<file path="src/hw/rtl/mndh_pkg.sv">
// Package for the mask dilation block: sizes, register indexes, state and
// job types, and the side-length saturation helper. No dependencies.
`timescale 1ns / 1ps

package mndh_pkg;

  // Grid geometry: the store holds SIDE rows of SIDE bits, one row per word
  localparam int SIDE    = 64;
  localparam int AW      = $clog2(SIDE);   // row / column index width
  localparam int CW      = 7;              // coordinate and size field width
  localparam int CFG_W   = 7;              // widest configuration register
  localparam int CFG_IW  = 2;              // configuration index width
  localparam int OUT_TW  = 8;              // result tdata, padded to a byte

  // Configuration register indexes
  localparam logic [CFG_IW-1:0] REG_DIMS    = 2'd0;
  localparam logic [CFG_IW-1:0] REG_CELLS_X = 2'd1;
  localparam logic [CFG_IW-1:0] REG_CELLS_Y = 2'd2;

  localparam logic [1:0] DIMS_1D    = 2'd1;
  localparam logic [1:0] DIMS_RESET = 2'd2;

  // Command codes
  localparam logic CMD_WRITE = 1'b0;
  localparam logic CMD_READ  = 1'b1;

  // What a beat needs from the store
  typedef enum logic [1:0] {
    K_NONE,    // no store access (range error or halo corner)
    K_WRITE,   // read-modify-write of one row
    K_READ1,   // single stored bit (2D edge halo)
    K_DIL      // cross dilation over three rows
  } kind_t;

  typedef struct packed {
    kind_t           kind;
    logic            status;
    logic [AW-1:0]   tr;      // target row
    logic [AW-1:0]   tc;      // target bit within the row
    logic            bit_val;
    logic            up;      // row above is in range
    logic            dn;      // row below is in range
    logic            lft;     // left neighbour is in range
    logic            rgt;     // right neighbour is in range
  } job_t;

  typedef enum logic [2:0] {
    ST_IDLE,
    ST_RD_CUR,
    ST_RD_UP,
    ST_RD_DN,
    ST_DONE
  } state_t;

  // Clamp a size register to 1..SIDE
  function automatic logic [CW-1:0] sat_side(input logic [CW-1:0] v);
    logic [CW-1:0] r;
    r = v;
    if (v == '0)
      r = CW'(1);
    else if (v > CW'(SIDE))
      r = CW'(SIDE);
    return r;
  endfunction

endpackage

</file>
<file path="src/hw/rtl/mndh_decode.sv">
// Command decode: turns one input beat plus the size registers into a job
// descriptor (store access kind, row/bit targets, neighbour flags). Uses mndh_pkg.
`timescale 1ns / 1ps

module mndh_decode (
  input  logic [1:0]            dims,
  input  logic [mndh_pkg::CW-1:0] cells_x,
  input  logic [mndh_pkg::CW-1:0] cells_y,
  input  logic                  cmd,
  input  logic [mndh_pkg::CW-1:0] row,
  input  logic [mndh_pkg::CW-1:0] col,
  input  logic                  bit_req,
  output mndh_pkg::job_t        job
);
  import mndh_pkg::*;

  logic          one_d;
  logic [CW-1:0] nx;
  logic [CW-1:0] ny;
  logic [CW-1:0] colv;
  logic [CW:0]   nx_p1;
  logic [CW:0]   ny_p1;
  logic          row_oob;
  logic          col_oob;
  logic          rh;
  logic          ch;
  logic [CW-1:0] ir;
  logic [CW-1:0] ic;

  assign one_d = (dims == DIMS_1D);
  assign nx    = sat_side(cells_x);
  assign ny    = one_d ? CW'(1) : sat_side(cells_y);
  assign colv  = one_d ? '0 : col;
  assign nx_p1 = (CW+1)'(nx) + (CW+1)'(1);
  assign ny_p1 = (CW+1)'(ny) + (CW+1)'(1);

  // Extended-range checks for reads
  assign row_oob = ((CW+1)'(row) > nx_p1);
  assign col_oob = ((CW+1)'(colv) > ny_p1);
  assign rh      = (row == '0) || ((CW+1)'(row) == nx_p1);
  assign ch      = (colv == '0) || ((CW+1)'(colv) == ny_p1);

  // Interior target of a dilated read; 1D halo clamps onto the end cells
  always_comb begin
    if (one_d) begin
      if (row == '0)
        ir = '0;
      else if ((CW+1)'(row) == nx_p1)
        ir = nx - CW'(1);
      else
        ir = row - CW'(1);
      ic = '0;
    end else begin
      ir = row - CW'(1);
      ic = colv - CW'(1);
    end
  end

  always_comb begin
    job         = '0;
    job.kind    = K_NONE;
    job.bit_val = bit_req;
    if (cmd == CMD_WRITE) begin
      if (row < nx && colv < ny) begin
        job.kind = K_WRITE;
        job.tr   = row[AW-1:0];
        job.tc   = colv[AW-1:0];
      end else begin
        job.status = 1'b1;
      end
    end else if (one_d || !(rh || ch)) begin
      // dilated interior bit (1D halo copies the dilated end cell)
      if (row_oob || col_oob) begin
        job.status = 1'b1;
      end else begin
        job.kind = K_DIL;
        job.tr   = ir[AW-1:0];
        job.tc   = ic[AW-1:0];
        job.up   = (ir != '0);
        job.dn   = ((ir + CW'(1)) < nx);
        job.lft  = (ic != '0);
        job.rgt  = ((ic + CW'(1)) < ny);
      end
    end else if (row_oob || col_oob) begin
      job.status = 1'b1;
    end else if (rh && !ch) begin
      // top or bottom halo: raw bit of the adjacent edge row
      job.kind = K_READ1;
      job.tr   = (row == '0) ? '0 : AW'(nx - CW'(1));
      job.tc   = AW'(colv - CW'(1));
    end else if (ch && !rh) begin
      // left or right halo: raw bit of the adjacent edge column
      job.kind = K_READ1;
      job.tr   = AW'(row - CW'(1));
      job.tc   = (colv == '0) ? '0 : AW'(ny - CW'(1));
    end
    // halo corners keep K_NONE with status 0 and read as zero
  end

endmodule

</file>
<file path="config.mk">
export PLATFORM = sky130hd
export DESIGN_NAME = mndh_decode
export DESIGN_NICKNAME = d
export VERILOG_FILES = /design/src/hw/rtl/mndh_pkg.sv /design/src/hw/rtl/mndh_decode.sv
export SDC_FILE = /design/constraint.sdc
export NUM_CORES = 1
export LEC_CHECK = 0
export ABC_AREA = 1
export BUFFER_PORTS_ARGS = -buffer_cell sky130_fd_sc_hd__buf_4
export CORE_MARGIN = 1
export CORE_UTILIZATION = 51
export DETAILED_ROUTE_END_ITERATION = 12
export PLACE_DENSITY = 0.72
export SYNTH_ARGS = -nofsm -noshare
export SYNTH_HDL_FRONTEND = slang
export SYNTH_SLANG_ARGS = --single-unit
</file>
<file path="constraint.sdc">
create_clock -name vclk -period 12.3
set_clock_uncertainty 0.2 [all_clocks]
set_input_delay 1.845 -clock vclk [all_inputs]
set_output_delay 1.845 -clock vclk [all_outputs]
set_load 0.005 [all_outputs]
</file>
==> flow_metrics.tcl <==
set metrics [dict create \
    criticalPathCategory "primary input to output port" \
    synth_nets 551 \
    synthesis.area_mm2 0.00280 \
    worst-path-max-fanout 8 \
    period_needed_ps 7880 \
    nets 594 \
    rsz0062_at_grt "false" \
    place_congestion 0.962 \
    met2_length_mm 3.39 \
    status "finished clean" \
    initial_utilization_pct 53.8 \
    setup-violations-final 0 \
    cp.required_ps 10260 \
    dpl_cell_area_mm2 0.00320 \
    num_vias 3172 \
    vias_per_cell 5.49 \
    setup_tns_ps 0 \
    topRoutingLayerUsed "met4" \
    antenna_cells 0 \
    preCtsSetupSlack_ps 4460 \
    cts_hold_buffers 0 \
    arrival_ps 5830 \
    grt_pass1_vias 2899 \
    worst_pin_slew_ps 744 \
    p_leak_nw 1.82 \
    synth_cell_types 45 \
    avgRoutedWirePerCell_um 13.9 \
    yosys-top-cells-count "nand2_1, inv_1, ha_1" \
    yosys.area.top_type_share_pct 23.2 \
    drv_slew 0 \
    met3_length_um 546 \
    die_w_um 76.1 \
    regArea_um2 0 \
    slew_headroom_pct 50.3 \
    synthCells 467 \
    fin_crit_sh_pct 64.0 \
    grt_overflow 0 \
    synthTopCellsByArea "ha_1, nand2_1, inv_1" \
    grt_max_degree 22 \
    cts_setup_buffers 0 \
    rows 26 \
    min_path_type "primary input to output port" \
    yosysMostFrequentCell "nand2_1" \
    critPathLaunchType "primary input" \
    max-vdd-ir-drop_v 0.0000195 \
    power_density_mw_per_mm2 41.7 \
    wl_mm 8.01 \
    post-synth-top-area-cell "ha_1" \
    ys.warnings.count 0 \
    grt_usage_pct 27.7 \
    nFillCells 506 \
    antenna_found_initial 0 \
    ioPinCount 52 \
    core-area_mm2 0.00520 \
    worst_setup_path_end_kind "output port" \
    nFlopsAndLatches 0 \
    dp.cells 578 \
    die_height_um 76.1 \
    dieArea_mm2 0.00579 \
    wl_met1_mm 4.04 \
    worst_slack_ps 4420 \
    max_freq_ghz 0.127 \
    area_delta_synth_final_pct 14.2 \
    antenna_left 0 \
    grt_first_pass_wirelength_mm 13.5 \
    dpl.hpwl_mm 6.81 \
    nClkBuffers 0 \
    maxCapViolations 0 \
    post_cts_resized 0 \
    first_pass_iters 5 \
    initialDrtViolationCount 249 \
    final_cell_area_mm2 0.00320 \
    drive_above_1_share_pct 19.3 \
    route.detailed.drc 0 \
    io_buffers 50 \
    syn_avg_cell_area_um2 6.00 \
    hold_viol 0 \
    yosysSeqAreaShare_pct 0 \
    final_cells 578 \
]
-- path summary, 6_finish.rpt --
kind	startpoint	to	slack (ps)	cells past startpoint
worst max-delay path	cells_x[5]	job[2]	4420	25
worst min-delay path	bit_req	job[4]	3490	0
-- per-stage QoR --
| stage | hold slack, ps | util, % | power (W) |
|---|---|---|---|
| 2_1_floorplan | 3570 | - | 0.0000895 |
| 3_3_place_gp | 3490 | 61.5 | 0.000129 |
| 3_5_place_dp | 3490 | 61.5 | 0.000131 |
| 4_1_cts | 3490 | 61.5 | 0.000132 |
| 5_1_grt | 3490 | 61.5 | 0.000151 |
| 6_report | 3490 | 61.5 | 0.000134 |
-- placed cells by master (no fill, tap or decap), drive strengths merged --
| cell type | n |
|---|---|
| buf | 50 |
| nor3b | 2 |
| nor3 | 4 |
| or2 | 3 |
| o21ai | 17 |
| nand3b | 2 |
| xnor2 | 7 |
| a31oi | 2 |
| a21oi | 30 |
| o2111ai | 1 |
| xor2 | 13 |
| nand4 | 13 |
| o211ai | 10 |
| o21a | 2 |
| nand3 | 41 |
| nor2 | 61 |
| a21o | 1 |
| inv | 71 |
| o211a | 1 |
| a41oi | 1 |
| o22ai | 1 |
| nand2 | 123 |
| ha | 52 |
-- cell families after synthesis --
family,Yosys count,synth area share [%]
adders and majority gates,52,23.2
and+or+nand+nor,249,43.6
AOI/OAI and AO/OA,66,13.9
xor gates and xnor gates,20,7.19
buffers and inverters,80,12.0
-- report_power, final --
part	total (W)	internal [W]	switching, W
clock network	0	0	0
logic	0.000134	0.0000532	0.0000804
registers	0	0	0
-- area by class of cell --
cell class         count  area (µm²)  share of cell area, %
well taps             70        87.6                   2.74
repair buffers        50         375                   11.7
multi-input cells    387        2460                   77.0
inverters             71         272                   8.49
-- worst max-delay path, cell delays in order --
cell       delay [ps]
buf_4             130
nor2_1            180
nand2_1            90
o21ai_2           180
nand2_2           160
inv_1             130
ha_1              210
nand2_1            70
nor2_1            160
a41oi_1           150
ha_1              290
inv_1              60
nor2_4            150
nand3_1           140
a31oi_1           340
nand4_2           200
nand2_1           190
nand4_1           130
nand2_1            80
nand2_1            60
ha_1              280
a21oi_1           170
o2111ai_1         150
a21oi_1           150
buf_4             130
-- metal layers --
| metal | vias to the layer above | global-route usage [%] |
|---|---|---|
| met5 | - | 0 |
| met3 | 6 | 2.75 |
| met1 | 1443 | 41.6 |
| met4 | 0 | 1.35 |
| met2 | 102 | 44.3 |
| li1 | 1621 | - |
Power figures use the tool's default switching activity.
